## src/urs_pkg.sv

```systemverilog
// ----------------------------------------------------------------------------
// urs_pkg: shared types and constants of the ultrasonic ranging scheduler
// field widths, register map codes, reset values and sensor interface structs
// ----------------------------------------------------------------------------
`default_nettype none

package urs_pkg;

   localparam int DIST_W   = 17;
   localparam int CNT_W    = 16;
   localparam int TIME_W   = 32;
   localparam int MS_CFG_W = 16;
   localparam int CFG_AW   = 5;
   localparam int CFG_DW   = 32;

   // floor(w*17/10) == (w*DIST_MULT) >> DIST_SHIFT for any 16-bit w
   localparam int               DIST_SHIFT = 18;
   localparam int               MULT_W     = 19;
   localparam logic [MULT_W-1:0] DIST_MULT = 19'd445645;
   localparam int               PROD_W     = CNT_W + MULT_W;

   localparam logic [DIST_W-1:0]   MIN_DIST_RST     = 17'd200;
   localparam logic [DIST_W-1:0]   MAX_DIST_RST     = 17'd45000;
   localparam logic [DIST_W-1:0]   NO_ECHO_RST      = 17'd99900;
   localparam logic [MS_CFG_W-1:0] ECHO_TIMEOUT_RST = 16'd30;
   localparam logic [MS_CFG_W-1:0] TRIG_INTV_RST    = 16'd60;
   localparam logic [MS_CFG_W-1:0] STALE_RST        = 16'd500;

   // register index, taken from paddr[4:2]
   localparam logic [2:0] REG_MIN_DISTANCE   = 3'd0;
   localparam logic [2:0] REG_MAX_DISTANCE   = 3'd1;
   localparam logic [2:0] REG_NO_ECHO        = 3'd2;
   localparam logic [2:0] REG_ECHO_TIMEOUT   = 3'd3;
   localparam logic [2:0] REG_TRIG_INTERVAL  = 3'd4;
   localparam logic [2:0] REG_STALE          = 3'd5;

   localparam logic REQ_TICK = 1'b0;
   localparam logic REQ_EDGE = 1'b1;

   typedef struct packed {
      logic [DIST_W-1:0]   min_distance;
      logic [DIST_W-1:0]   max_distance;
      logic [DIST_W-1:0]   no_echo_distance;
      logic [MS_CFG_W-1:0] echo_timeout_ms;
      logic [MS_CFG_W-1:0] trigger_interval_ms;
      logic [MS_CFG_W-1:0] stale_ms;
   } urs_cfg_type;

   // per-sensor update request for one transaction
   typedef struct packed {
      logic              tick;
      logic              fire;
      logic              rise;
      logic              done;
      logic [CNT_W-1:0]  count;
      logic [TIME_W-1:0] now;
      logic [DIST_W-1:0] distance;
   } urs_cmd_type;

   // per-sensor current edge state and post-update report values
   typedef struct packed {
      logic              echo_high;
      logic [CNT_W-1:0]  start_count;
      logic              timed_out;
      logic [DIST_W-1:0] distance_nx;
      logic              valid_nx;
      logic [TIME_W-1:0] last_good_nx;
   } urs_status_type;

endpackage

`default_nettype wire

```

## src/urs_csr.sv

```systemverilog
// ----------------------------------------------------------------------------
// urs_csr: configuration register file
// apb-style write and read access to the six ranging registers
// ----------------------------------------------------------------------------
`default_nettype none

module urs_csr import urs_pkg::*; (
   input  wire logic              clock,
   input  wire logic              reset,
   input  wire logic              psel,
   input  wire logic              penable,
   input  wire logic              pwrite,
   input  wire logic [CFG_AW-1:0] paddr,
   input  wire logic [CFG_DW-1:0] pwdata,
   output logic      [CFG_DW-1:0] prdata,
   output logic                   pready,
   output urs_cfg_type            cfg
);

   urs_cfg_type cfg_ff, cfg_in;
   logic [2:0]  reg_idx;
   logic        wr_en;

   assign reg_idx = paddr[CFG_AW-1:2];
   assign wr_en   = psel & penable & pwrite;
   assign pready  = 1'b1;
   assign cfg     = cfg_ff;

   always_comb begin
      cfg_in = cfg_ff;
      if (wr_en) begin
         case (reg_idx)
            REG_MIN_DISTANCE:  cfg_in.min_distance        = pwdata[DIST_W-1:0];
            REG_MAX_DISTANCE:  cfg_in.max_distance        = pwdata[DIST_W-1:0];
            REG_NO_ECHO:       cfg_in.no_echo_distance    = pwdata[DIST_W-1:0];
            REG_ECHO_TIMEOUT:  cfg_in.echo_timeout_ms     = pwdata[MS_CFG_W-1:0];
            REG_TRIG_INTERVAL: cfg_in.trigger_interval_ms = pwdata[MS_CFG_W-1:0];
            REG_STALE:         cfg_in.stale_ms            = pwdata[MS_CFG_W-1:0];
            default:           cfg_in = cfg_ff;
         endcase
      end
   end

   always_comb begin
      case (reg_idx)
         REG_MIN_DISTANCE:  prdata = CFG_DW'(cfg_ff.min_distance);
         REG_MAX_DISTANCE:  prdata = CFG_DW'(cfg_ff.max_distance);
         REG_NO_ECHO:       prdata = CFG_DW'(cfg_ff.no_echo_distance);
         REG_ECHO_TIMEOUT:  prdata = CFG_DW'(cfg_ff.echo_timeout_ms);
         REG_TRIG_INTERVAL: prdata = CFG_DW'(cfg_ff.trigger_interval_ms);
         REG_STALE:         prdata = CFG_DW'(cfg_ff.stale_ms);
         default:           prdata = '0;
      endcase
   end

   always_ff @(posedge clock) begin
      if (reset) begin
         cfg_ff.min_distance        <= MIN_DIST_RST;
         cfg_ff.max_distance        <= MAX_DIST_RST;
         cfg_ff.no_echo_distance    <= NO_ECHO_RST;
         cfg_ff.echo_timeout_ms     <= ECHO_TIMEOUT_RST;
         cfg_ff.trigger_interval_ms <= TRIG_INTV_RST;
         cfg_ff.stale_ms            <= STALE_RST;
      end else begin
         cfg_ff <= cfg_in;
      end
   end

endmodule

`default_nettype wire

```

## src/urs_dist.sv

```systemverilog
// ----------------------------------------------------------------------------
// urs_dist: echo pulse width to distance
// floor(width*17/10) by reciprocal multiply, then min and max clamp
// ----------------------------------------------------------------------------
`default_nettype none

module urs_dist import urs_pkg::*; (
   input  wire logic [CNT_W-1:0]  width,
   input  wire logic [DIST_W-1:0] min_distance,
   input  wire logic [DIST_W-1:0] max_distance,
   output logic      [DIST_W-1:0] distance
);

   logic [PROD_W-1:0] product;
   logic [DIST_W-1:0] raw;
   logic [DIST_W-1:0] lo_clamped;

   assign product = PROD_W'(width) * PROD_W'(DIST_MULT);
   assign raw     = product[DIST_SHIFT +: DIST_W];

   // max clamp last so it wins over an inverted min
   assign lo_clamped = (raw < min_distance) ? min_distance : raw;
   assign distance   = (lo_clamped > max_distance) ? max_distance : lo_clamped;

endmodule

`default_nettype wire

```

## src/urs_sensor.sv

```systemverilog
// ----------------------------------------------------------------------------
// urs_sensor: state of one ranger
// timeout check, trigger start, echo edge capture and measurement commit
// ----------------------------------------------------------------------------
`default_nettype none

module urs_sensor import urs_pkg::*; (
   input  wire logic                clock,
   input  wire logic                reset,
   input  wire logic [DIST_W-1:0]   no_echo_distance,
   input  wire logic [MS_CFG_W-1:0] echo_timeout_ms,
   input  wire urs_cmd_type         cmd,
   output urs_status_type           status
);

   logic              meas_ff, meas_in;
   logic              high_ff, high_in;
   logic [CNT_W-1:0]  start_ff, start_in;
   logic [TIME_W-1:0] trig_ff, trig_in;
   logic [TIME_W-1:0] good_ff, good_in;
   logic [DIST_W-1:0] dist_ff, dist_in;
   logic              valid_ff, valid_in;
   logic [TIME_W-1:0] since_trig;
   logic              timed_out;

   assign since_trig = cmd.now - trig_ff;
   assign timed_out  = cmd.tick & meas_ff & (since_trig > TIME_W'(echo_timeout_ms));

   always_comb begin
      meas_in  = meas_ff;
      high_in  = high_ff;
      start_in = start_ff;
      trig_in  = trig_ff;
      good_in  = good_ff;
      dist_in  = dist_ff;
      valid_in = valid_ff;
      if (timed_out) begin
         meas_in  = 1'b0;
         high_in  = 1'b0;
         valid_in = 1'b0;
         dist_in  = no_echo_distance;
      end
      // trigger comes after the timeout check
      if (cmd.fire) begin
         meas_in = 1'b1;
         high_in = 1'b0;
         trig_in = cmd.now;
      end
      if (cmd.rise) begin
         start_in = cmd.count;
         high_in  = 1'b1;
      end
      if (cmd.done) begin
         dist_in  = cmd.distance;
         valid_in = 1'b1;
         good_in  = cmd.now;
         meas_in  = 1'b0;
         high_in  = 1'b0;
      end
   end

   assign status.echo_high    = high_ff;
   assign status.start_count  = start_ff;
   assign status.timed_out    = timed_out;
   assign status.distance_nx  = dist_in;
   assign status.valid_nx     = valid_in;
   assign status.last_good_nx = good_in;

   always_ff @(posedge clock) begin
      if (reset) begin
         meas_ff  <= 1'b0;
         high_ff  <= 1'b0;
         start_ff <= '0;
         trig_ff  <= '0;
         good_ff  <= '0;
         dist_ff  <= NO_ECHO_RST;
         valid_ff <= 1'b0;
      end else begin
         meas_ff  <= meas_in;
         high_ff  <= high_in;
         start_ff <= start_in;
         trig_ff  <= trig_in;
         good_ff  <= good_in;
         dist_ff  <= dist_in;
         valid_ff <= valid_in;
      end
   end

endmodule

`default_nettype wire

```

## src/ultrasonic_ranging_scheduler_top.sv

```systemverilog
// ----------------------------------------------------------------------------
// ultrasonic_ranging_scheduler_top: round-robin ultrasonic ranging controller
// path: an accepted request goes through the input reg, then the result reg, to rsp_valid
// throughput: one transaction per cycle while rsp_stall does not hold the result, set by the single update stage
// reset: synchronous, clears control and sensor state, registers to defaults
// ----------------------------------------------------------------------------
`default_nettype none

module ultrasonic_ranging_scheduler_top import urs_pkg::*; #(
   parameter int NUM_SENSORS = 3
) (
   input  wire logic              clock,
   input  wire logic              reset,

   // request channel
   input  wire logic              req_valid,
   output logic                   req_stall,
   input  wire logic              req_type,
   input  wire logic [1:0]        req_sensor,
   input  wire logic              req_edge_level,
   input  wire logic [15:0]       req_micro_count,
   input  wire logic [31:0]       req_now_ms,

   // result channel
   output logic                   rsp_valid,
   input  wire logic              rsp_stall,
   output logic                   rsp_trigger_fired,
   output logic [1:0]             rsp_trigger_sensor,
   output logic [2:0]             rsp_timeout_mask,
   output logic                   rsp_echo_done,
   output logic [16:0]            rsp_report_distance,
   output logic                   rsp_report_fresh,
   output logic [31:0]            rsp_report_age_ms,

   // configuration port
   input  wire logic              csr_psel,
   input  wire logic              csr_penable,
   input  wire logic              csr_pwrite,
   input  wire logic [CFG_AW-1:0] csr_paddr,
   input  wire logic [CFG_DW-1:0] csr_pwdata,
   output logic      [CFG_DW-1:0] csr_prdata,
   output logic                   csr_pready
);

   localparam int IDX_W = (NUM_SENSORS > 1) ? $clog2(NUM_SENSORS) : 1;

   urs_cfg_type cfg;

   // input register
   logic              in_vld_ff, in_vld_in;
   logic              type_ff;
   logic [1:0]        sel_ff;
   logic              level_ff;
   logic [CNT_W-1:0]  count_ff;
   logic [TIME_W-1:0] now_ff;

   // round-robin scheduler state
   logic [TIME_W-1:0] last_trig_ff, last_trig_in;
   logic [IDX_W-1:0]  next_ff, next_in;

   // result register
   logic              rsp_vld_ff, rsp_vld_in;
   logic              fired_ff, fired_in;
   logic [1:0]        fsens_ff, fsens_in;
   logic [2:0]        tmask_ff, tmask_in;
   logic              done_ff, done_in;
   logic [DIST_W-1:0] rdist_ff, rdist_in;
   logic              fresh_ff, fresh_in;
   logic [TIME_W-1:0] age_ff, age_in;

   logic              out_busy;
   logic              advance;
   logic              is_tick;
   logic              is_edge;
   logic              sel_ok;
   logic              fire;
   logic [IDX_W-1:0]  fire_idx;
   logic              high_sel;
   logic [CNT_W-1:0]  start_sel;
   logic [CNT_W-1:0]  pulse_width;
   logic [DIST_W-1:0] meas_dist;
   logic              edge_done;
   logic [NUM_SENSORS-1:0] tmask_all;
   logic [DIST_W-1:0] dist_sel;
   logic              valid_sel;
   logic [TIME_W-1:0] good_sel;
   logic [TIME_W-1:0] age_sel;

   urs_cmd_type    cmd    [NUM_SENSORS];
   urs_status_type status [NUM_SENSORS];

   urs_csr u_csr (
      .clock   (clock),
      .reset   (reset),
      .psel    (csr_psel),
      .penable (csr_penable),
      .pwrite  (csr_pwrite),
      .paddr   (csr_paddr),
      .pwdata  (csr_pwdata),
      .prdata  (csr_prdata),
      .pready  (csr_pready),
      .cfg     (cfg)
   );

   // ---------------------------------------------------------------------
   // handshake: the result register decouples the two sides, so a new
   // request is taken whenever the held result can move on this cycle
   // ---------------------------------------------------------------------
   assign out_busy  = rsp_vld_ff & rsp_stall;
   assign advance   = in_vld_ff & ~out_busy;
   assign req_stall = in_vld_ff & out_busy;

   assign in_vld_in  = req_stall ? in_vld_ff : req_valid;
   assign rsp_vld_in = out_busy ? rsp_vld_ff : in_vld_ff;

   always_ff @(posedge clock) begin
      if (reset) begin
         in_vld_ff  <= 1'b0;
         rsp_vld_ff <= 1'b0;
      end else begin
         in_vld_ff  <= in_vld_in;
         rsp_vld_ff <= rsp_vld_in;
      end
   end

   always_ff @(posedge clock) begin
      if (req_valid & ~req_stall) begin
         type_ff  <= req_type;
         sel_ff   <= req_sensor;
         level_ff <= req_edge_level;
         count_ff <= req_micro_count;
         now_ff   <= req_now_ms;
      end
   end

   // ---------------------------------------------------------------------
   // decode of the transaction in the input register
   // ---------------------------------------------------------------------
   assign is_tick = (type_ff == REQ_TICK);
   assign is_edge = (type_ff == REQ_EDGE);
   assign sel_ok  = (int'(sel_ff) < NUM_SENSORS);

   // trigger: at least trigger_interval_ms since the last one, wrapping time
   assign fire     = is_tick &
                     ((now_ff - last_trig_ff) >= TIME_W'(cfg.trigger_interval_ms));
   assign fire_idx = (int'(next_ff) < NUM_SENSORS) ? next_ff : '0;

   always_comb begin
      last_trig_in = last_trig_ff;
      next_in      = next_ff;
      if (advance & fire) begin
         last_trig_in = now_ff;
         if ((int'(fire_idx) + 1) >= NUM_SENSORS) begin
            next_in = '0;
         end else begin
            next_in = IDX_W'(int'(fire_idx) + 1);
         end
      end
   end

   always_ff @(posedge clock) begin
      if (reset) begin
         last_trig_ff <= '0;
         next_ff      <= '0;
      end else begin
         last_trig_ff <= last_trig_in;
         next_ff      <= next_in;
      end
   end

   // ---------------------------------------------------------------------
   // echo edge: pick the addressed sensor's capture state, one shared
   // width-to-distance converter serves all sensors
   // ---------------------------------------------------------------------
   always_comb begin
      high_sel  = 1'b0;
      start_sel = '0;
      for (int i = 0; i < NUM_SENSORS; i++) begin
         if (int'(sel_ff) == i) begin
            high_sel  = status[i].echo_high;
            start_sel = status[i].start_count;
         end
      end
   end

   assign pulse_width = count_ff - start_sel;   // wraps modulo 2^16
   assign edge_done   = is_edge & sel_ok & ~level_ff & high_sel;

   urs_dist u_dist (
      .width        (pulse_width),
      .min_distance (cfg.min_distance),
      .max_distance (cfg.max_distance),
      .distance     (meas_dist)
   );

   // ---------------------------------------------------------------------
   // per-sensor state, all checked in parallel on a tick
   // ---------------------------------------------------------------------
   for (genvar g = 0; g < NUM_SENSORS; g++) begin : g_sensor
      assign cmd[g].tick     = advance & is_tick;
      assign cmd[g].fire     = advance & fire & (int'(fire_idx) == g);
      assign cmd[g].rise     = advance & is_edge & level_ff & (int'(sel_ff) == g);
      assign cmd[g].done     = advance & edge_done & (int'(sel_ff) == g);
      assign cmd[g].count    = count_ff;
      assign cmd[g].now      = now_ff;
      assign cmd[g].distance = meas_dist;

      assign tmask_all[g] = status[g].timed_out;

      urs_sensor u_sensor (
         .clock            (clock),
         .reset            (reset),
         .no_echo_distance (cfg.no_echo_distance),
         .echo_timeout_ms  (cfg.echo_timeout_ms),
         .cmd              (cmd[g]),
         .status           (status[g])
      );
   end

   // ---------------------------------------------------------------------
   // report of the selected sensor, taken after this transaction's update
   // ---------------------------------------------------------------------
   always_comb begin
      dist_sel  = cfg.no_echo_distance;
      valid_sel = 1'b0;
      good_sel  = '0;
      for (int i = 0; i < NUM_SENSORS; i++) begin
         if (int'(sel_ff) == i) begin
            dist_sel  = status[i].distance_nx;
            valid_sel = status[i].valid_nx;
            good_sel  = status[i].last_good_nx;
         end
      end
   end

   assign age_sel = now_ff - good_sel;

   always_comb begin
      fired_in = is_tick & fire;
      fsens_in = (is_tick & fire) ? 2'(fire_idx) : 2'd0;
      tmask_in = is_tick ? 3'(tmask_all) : 3'd0;
      done_in  = edge_done;
      if (sel_ok) begin
         rdist_in = dist_sel;
         age_in   = age_sel;
         fresh_in = valid_sel & (age_sel < TIME_W'(cfg.stale_ms));
      end else begin
         // no sensor addressed
         rdist_in = cfg.no_echo_distance;
         age_in   = '1;
         fresh_in = 1'b0;
      end
   end

   always_ff @(posedge clock) begin
      if (advance) begin
         fired_ff <= fired_in;
         fsens_ff <= fsens_in;
         tmask_ff <= tmask_in;
         done_ff  <= done_in;
         rdist_ff <= rdist_in;
         fresh_ff <= fresh_in;
         age_ff   <= age_in;
      end
   end

   assign rsp_valid           = rsp_vld_ff;
   assign rsp_trigger_fired   = fired_ff;
   assign rsp_trigger_sensor  = fsens_ff;
   assign rsp_timeout_mask    = tmask_ff;
   assign rsp_echo_done       = done_ff;
   assign rsp_report_distance = rdist_ff;
   assign rsp_report_fresh    = fresh_ff;
   assign rsp_report_age_ms   = age_ff;

endmodule

`default_nettype wire

```

## config.mk

```make
export PLATFORM = sky130hd
export DESIGN_NAME = ultrasonic_ranging_scheduler_top
export DESIGN_NICKNAME = d
export VERILOG_FILES = /design/src/urs_pkg.sv /design/src/urs_csr.sv /design/src/urs_dist.sv /design/src/urs_sensor.sv /design/src/ultrasonic_ranging_scheduler_top.sv
export SDC_FILE = /design/constraint.sdc
export NUM_CORES = 2
export LEC_CHECK = 0
export BUFFER_PORTS_ARGS = -buffer_cell sky130_fd_sc_hd__buf_2
export CAP_MARGIN = 25
export CORE_MARGIN = 8
export CORE_UTILIZATION = 30
export DETAILED_ROUTE_END_ITERATION = 8
export PLACE_DENSITY = 0.45
export SETUP_SLACK_MARGIN = 0.05
export SKIP_CTS_REPAIR_TIMING = 1
export SLEW_MARGIN = 10
export SYNTH_ARGS = -nofsm -noshare
export SYNTH_HDL_FRONTEND = slang
export SYNTH_SLANG_ARGS = --single-unit
export TNS_END_PERCENT = 1
```

## constraint.sdc

```tcl
create_clock -name clock -period 12.67 [get_ports clock]
set_input_delay 0.6335 -clock clock [delete_from_list [all_inputs] [get_ports clock]]
set_output_delay 0.6335 -clock clock [all_outputs]
set_load 0.005 [all_outputs]
```

# ---- Yosys cells after proc, flatten, opt, wreduce, memory -nomap -nowiden
# Cells that the tools add are included.
dict set report classes {
  n_eq_ne 9
  mux 48
  magnitude_cmp 10
  add_sub_neg 7
  reduce_logical 18
  bitwise 36
  multipliers 1
}
# cell n
set op_table {}
lappend op_table {{17-bit two-way mux} 12}
lappend op_table {{32-bit two-way mux} 6}
lappend op_table {{32-bit subtractor} 5}
lappend op_table {{17-bit one-hot mux with 6 select lines} 1}
lappend op_table {{32-bit by 16-bit > comparator with 1-bit output} 3}
lappend op_table {{16-bit two-way mux} 3}
lappend op_table {{16-bit by 19-bit multiplier with 35-bit output, second input constant} 1}
lappend op_table {{1-bit bitwise AND} 32}
lappend op_table {{32-bit by 16-bit >= comparator with 1-bit output} 1}
lappend op_table {{32-bit by 3-bit >= comparator with 1-bit output, second input constant} 1}
lappend op_table {{32-bit by 16-bit less-than comparator with 1-bit output} 1}
lappend op_table {{1-bit two-way mux} 24}
lappend op_table {{17-bit > comparator} 1}
lappend op_table {{17-bit less-than comparator} 1}
lappend op_table {{16-bit subtractor} 1}
lappend op_table {{2-bit AND reduction} 6}
lappend op_table {{3-bit nonzero test} 3}
lappend op_table {{2-bit equality test, second input constant} 4}
lappend op_table {{3-bit by 2-bit equality test with 1-bit output, second input constant} 2}
lappend op_table {{3-bit equality test, second input constant} 2}
lappend op_table {{2-bit nonzero test} 3}
lappend op_table {{2-bit OR reduction} 3}
lappend op_table {{2-bit logical NOT} 2}
lappend op_table {{2-bit less-than comparator, second input constant} 2}
lappend op_table {{5 further kinds} 9}
dict set report totals {
  output_inout_bits 92
  ff_bits 544
  inputBits 96
}

# ---- Logic depth before layout (Yosys ltp)
dict set report logic_depth {
  depth_word 15
  ltp_mapped 62
  depth_no_buf 55
}

# ---- Hierarchy
# From an unflattened synthesis, not the netlist that was laid out.
dict set report unflattened {
  cells_unflattened 4815
  hier_area_um2 42405.7
}
# module seq_area_each_um2 area_each_um2 cells_each n_inst
set by_module_without_submodules {}
lappend by_module_without_submodules {{urs_sensor at g_sensor[1].u_sensor ...} 2001.9 6433.7 758 2}
lappend by_module_without_submodules {ultrasonic_ranging_scheduler_top 3993.8 11516.0 1268 1}
lappend by_module_without_submodules {urs_dist 0.0 6651.4 768 1}
lappend by_module_without_submodules {{urs_sensor at g_sensor[0].u_sensor} 2001.9 6518.8 751 1}
lappend by_module_without_submodules {urs_csr 1981.9 4852.2 512 1}

# ---- Worst setup path after synthesis
# OpenSTA, ideal clock, no wires.
dict set report synth_path {
  kind {reg-to-reg}
  from {register sel_ff[0]}
  to {register rdist_ff[14] (netlist: rsp_report_distance[14]), data pin}
  setup_ps 256
  t_required_ps 12414
  stages_incl_launch_ff 59
  setup_slack_ps -498
  arrival_time_ps 12913
  cell_sequence {edfxtp_1 clkbuf_1 clkbuf_1 buf_1 buf_1 mux2i_1 o21ai_0 ha_1 fa_1 nor2b_1 o31a_1 o31ai_1 a21oi_1 or2_2 a21oi_1 o21bai_1 xor2_1 ha_1 [... 23 more ...] a311oi_1 a21o_1 clkbuf_1 clkbuf_1 mux2_2 ha_1 o21ai_0 a21oi_1 o41ai_1 nand3_1 a31oi_1 a41o_1 clkbuf_1 clkbuf_1 mux2_2 a311oi_1 nand2_1 o211a_1}
}
dict set report synth_between {
  elab_chain_len 15
}
# item line
set synth_rtl {}
lappend synth_rtl {{start, declared} ultrasonic_ranging_scheduler_top.sv:52} ;# logic [1:0] sel_ff;
lappend synth_rtl {{start signal, assigned} ultrasonic_ranging_scheduler_top.sv:129} ;# sel_ff <= req_sensor;
lappend synth_rtl {{2-bit logical NOT} {ultrasonic_ranging_scheduler_top.sv:179, ultrasonic_ranging_scheduler_top.sv:203, ultrasonic_ranging_scheduler_top.sv:228}}
lappend synth_rtl {{16-bit two-way mux (3 in series)} ultrasonic_ranging_scheduler_top.sv:179} ;# if (int'(sel_ff) == i) begin
lappend synth_rtl {{16-bit subtractor} ultrasonic_ranging_scheduler_top.sv:186} ;# assign pulse_width = count_ff - start_sel;
lappend synth_rtl {{16-bit by 19-bit multiplier with 35-bit output} urs_dist.sv:18} ;# assign product = PROD_W'(width) * PROD_W'(DIST_MULT);
lappend synth_rtl {{17-bit less-than comparator} urs_dist.sv:22} ;# assign lo_clamped = (raw < min_distance) ? min_distance : raw;
lappend synth_rtl {{17-bit two-way mux} urs_dist.sv:22}
lappend synth_rtl {{17-bit > comparator} urs_dist.sv:23} ;# assign distance = (lo_clamped > max_distance) ? max_distance : lo_clamped;
lappend synth_rtl {{17-bit two-way mux} urs_dist.sv:23}
lappend synth_rtl {{17-bit two-way mux} urs_sensor.sv:53} ;# if (cmd.done) begin
lappend synth_rtl {{17-bit two-way mux (3 in series)} ultrasonic_ranging_scheduler_top.sv:228} ;# if (int'(sel_ff) == i) begin
lappend synth_rtl {{17-bit two-way mux (*)} ultrasonic_ranging_scheduler_top.sv:243} ;# if (sel_ok) begin
lappend synth_rtl {{net rdist_in[14]} ultrasonic_ranging_scheduler_top.sv:67} ;# logic [DIST_W-1:0] rdist_ff, rdist_in;
lappend synth_rtl {{end signal, assigned} ultrasonic_ranging_scheduler_top.sv:261} ;# rdist_ff <= rdist_in;
lappend synth_rtl {{end, declared} ultrasonic_ranging_scheduler_top.sv:67}
# The timed path passes the listed nets; every way through them passes the cells marked *.
# A chain may end at the register's enable or synchronous reset.

# ---- Worst setup path in the final report
dict set report layout_path {
  from {register sel_ff[0]}
  to {register rdist_ff[5] (netlist: rsp_report_distance[5]), data pin}
}
# The elaborated chain is that of the path after synthesis.

==> results.yml <==
timing:
  finalHoldViolCount: 0
  fin_ws_ns: 0.4794
  post-route-period-util_pct: 96.22
  maxSlewViolCount: 0
  clock_skew_ns: 0.04253
  relSlewSlack_pct: 33.26
  worst_pin_slew_ns: 1.001
  fmax_ghz: 0.08203
  hold_ws_ns: 0.1426
  min_period_ns: 12.19
  setup_viol: 0
detailed_routing:
  ant_nets: 0
  drtPass1Iterations: 6
  via_per_inst: 5.170
  via_count: 36230
  drt-wirelength-per-cell_um: 20.77
  routed_wl_mm: 145.5
  drc: 0
  drt_iter0_drc: 2217
worst_setup_path:
  crit_type: "reg2reg"
  cpPeakStageDelay_ns: 0.56
  crit_family: "adder cells"
  arrival_ns: 12.58
  cpMostUsedCell: "buf_4"
  critPathSlowestCell: "fa_1"
  critical_path_buf_inv_count: 13
  worstSetupStartpointType: "flop"
  end_kind: "flop"
  cp.required_ns: 13.06
  critPathMaxFanout: 7
global_route:
  grt_max_degree: 79
  grt_use_met1_pct: 24.25
  antenna_found_initial: 1
  use_met2_pct: 33.77
  grt_usage_pct: 19.06
  overflow: 0
  grt_use_met3_pct: 2.377
  grt_pass1_wl_mm: 219.2
  grt_pass1_vias: 35580
  grt_most_used_layer: "met2"
placement:
  hpwl_mm: 108.6
  port_buffers: 154
  post-place-ws_ns: -0.1515
  place_congestion: 0.8926
logic_synthesis:
  syn_area_per_cell_um2: 8.237
  ys_types: 95
  synth-seq-area-share_pct: 29.55
  ys_seq_elements: 544
  synth-async-reset-ratio_pct: 0
  ys_warn_count: 0
  synth_edf_count: 109
  synth_ff_type: "dfxtp_1"
  syn_area_um2: 40550
  netlist_instances: 4923
layout:
  mostFrequentLayoutCell: "nand2_1"
  multi_input_area_um2: 26600
  syn_to_final_growth_pct: 17.82
  drive_above_1_share_pct: 14.24
  nNetsFinal: 5778
  seq_area_um2: 11980
  fillers: 14170
  layout_common_cells: "nand2_1 (735), inv_1 (440), dfxtp_1 (435)"
outcome:
  status: "finished clean"
clock_network:
  htree_num_levels: 3
  cts_buffers: 72
  clock-root-buffer: "clkbuf_16"
  cts.clk_slew.worst_paths_ns: 0.06
  clock_latency_ns: 0.68
  cts_max_path_buffers: 3
  cts_tree: "done"
  clock-sinks: 544
die:
  ioPinCount: 188
  die_y_um: 383.7
  die_w_um: 383.7
  core-area_um2: 134800
  num_rows: 135
  initial_core_util_pct: 30.09
  die_area_um2: 147200
run:
  maxCapViolCount: 0
worst_hold_path:
  hp-class: "in2reg"
cell usage after synthesis (22+ instances only):
cell type	number	share of area (%)
nor2b_1	31	0.48
and3_1	38	0.59
inv_1	444	4.1
ha_1	418	13
o211ai_1	58	1.1
clkbuf_1	207	1.9
a211oi_1	57	1.1
a21oi_1	437	5.4
nand3_1	78	0.96
nor2_1	330	3.1
and2_1	22	0.34
a31oi_1	41	0.63
fa_1	97	4.8
nor3_1	69	0.85
a22oi_1	55	1.0
nand2b_1	38	0.59
a21o_1	99	1.8
or3_1	31	0.48
o21ai_0	175	2.2
xnor2_1	79	1.7
xor2_1	53	1.1
nand4_1	45	0.69
o21a_1	45	0.83
o22ai_1	27	0.42
nand2_1	743	6.9
o221ai_1	32	0.69
mux2_2	44	1.2
mux2i_1	218	5.4
dfxtp_1	435	21
buf_4	22	0.41
edfxtp_1	109	8.1
o311ai_0	22	0.48
registers in the layout, indices dropped and copies added (netlist names), 32 cells and up:
register,flops
g_sensor.u_sensor.start_ff,48
g_sensor.u_sensor.trig_ff,96
rsp_report_age_ms,32
now_ff,32
u_csr.cfg,99
g_sensor.u_sensor.good_ff,96
g_sensor.u_sensor.dist_ff,51
last_trig_ff,32
per-stage QoR:
step / setup TNS, ns / instances / utilization [%] / instance area, µm²
finish: 0 / 7008 / 35.45 / 47780
floorplan: 0 / 4937 / - / 40620
global placement: -0.3660 / 6842 / 32.94 / 44400
global route: -0.1496 / 7007 / 35.44 / 47780
detailed placement: -1.081 / 6842 / 32.94 / 44400
CTS: -1.464 / 6975 / 34.75 / 46840
routing by layer:
layer  up-vias  part of all wire (%)
met5         -                     0
met4         0                   2.8
met3       178                   3.8
met2       762                    49
met1     17480                    44
li1      17810                     -
area by class of cell:
class	instances	area share, %
clock inverters	37	0.8563
flip-flops and latches	544	25.08
repair buffers	421	5.945
multi-input cells	3681	55.67
inverters	447	3.520
well taps	1781	4.664
clock buffers	96	4.261
diodes	1	0.005238
cells by family after synthesis:
kind of cell / synth area share, %
flops: 29.55
compound gates: 19.91
fa+ha+maj: 17.69
mux: 6.714
buf+inv: 6.868
xor+xnor: 2.851
other cells: 0.01852
simple gates: 16.41
path summary, 6_finish.rpt:
path | from | to | slack, ns | cells after the start
worst min register to register | g_sensor[1].u_sensor.good_ff[1] | g_sensor[1].u_sensor.good_ff[1] | 0.45 | 2
worst max register to register | sel_ff[0] | rsp_report_distance[5] | 0.48 | 55
worst max-delay path | sel_ff[0] | rsp_report_distance[5] | 0.48 | 55
worst min-delay path | req_now_ms[13] | now_ff[13] | 0.14 | 1
Power is left out: the tool's default activity adds up to more than one toggle a clock period on the data nets, which glitch-free logic cannot reach.
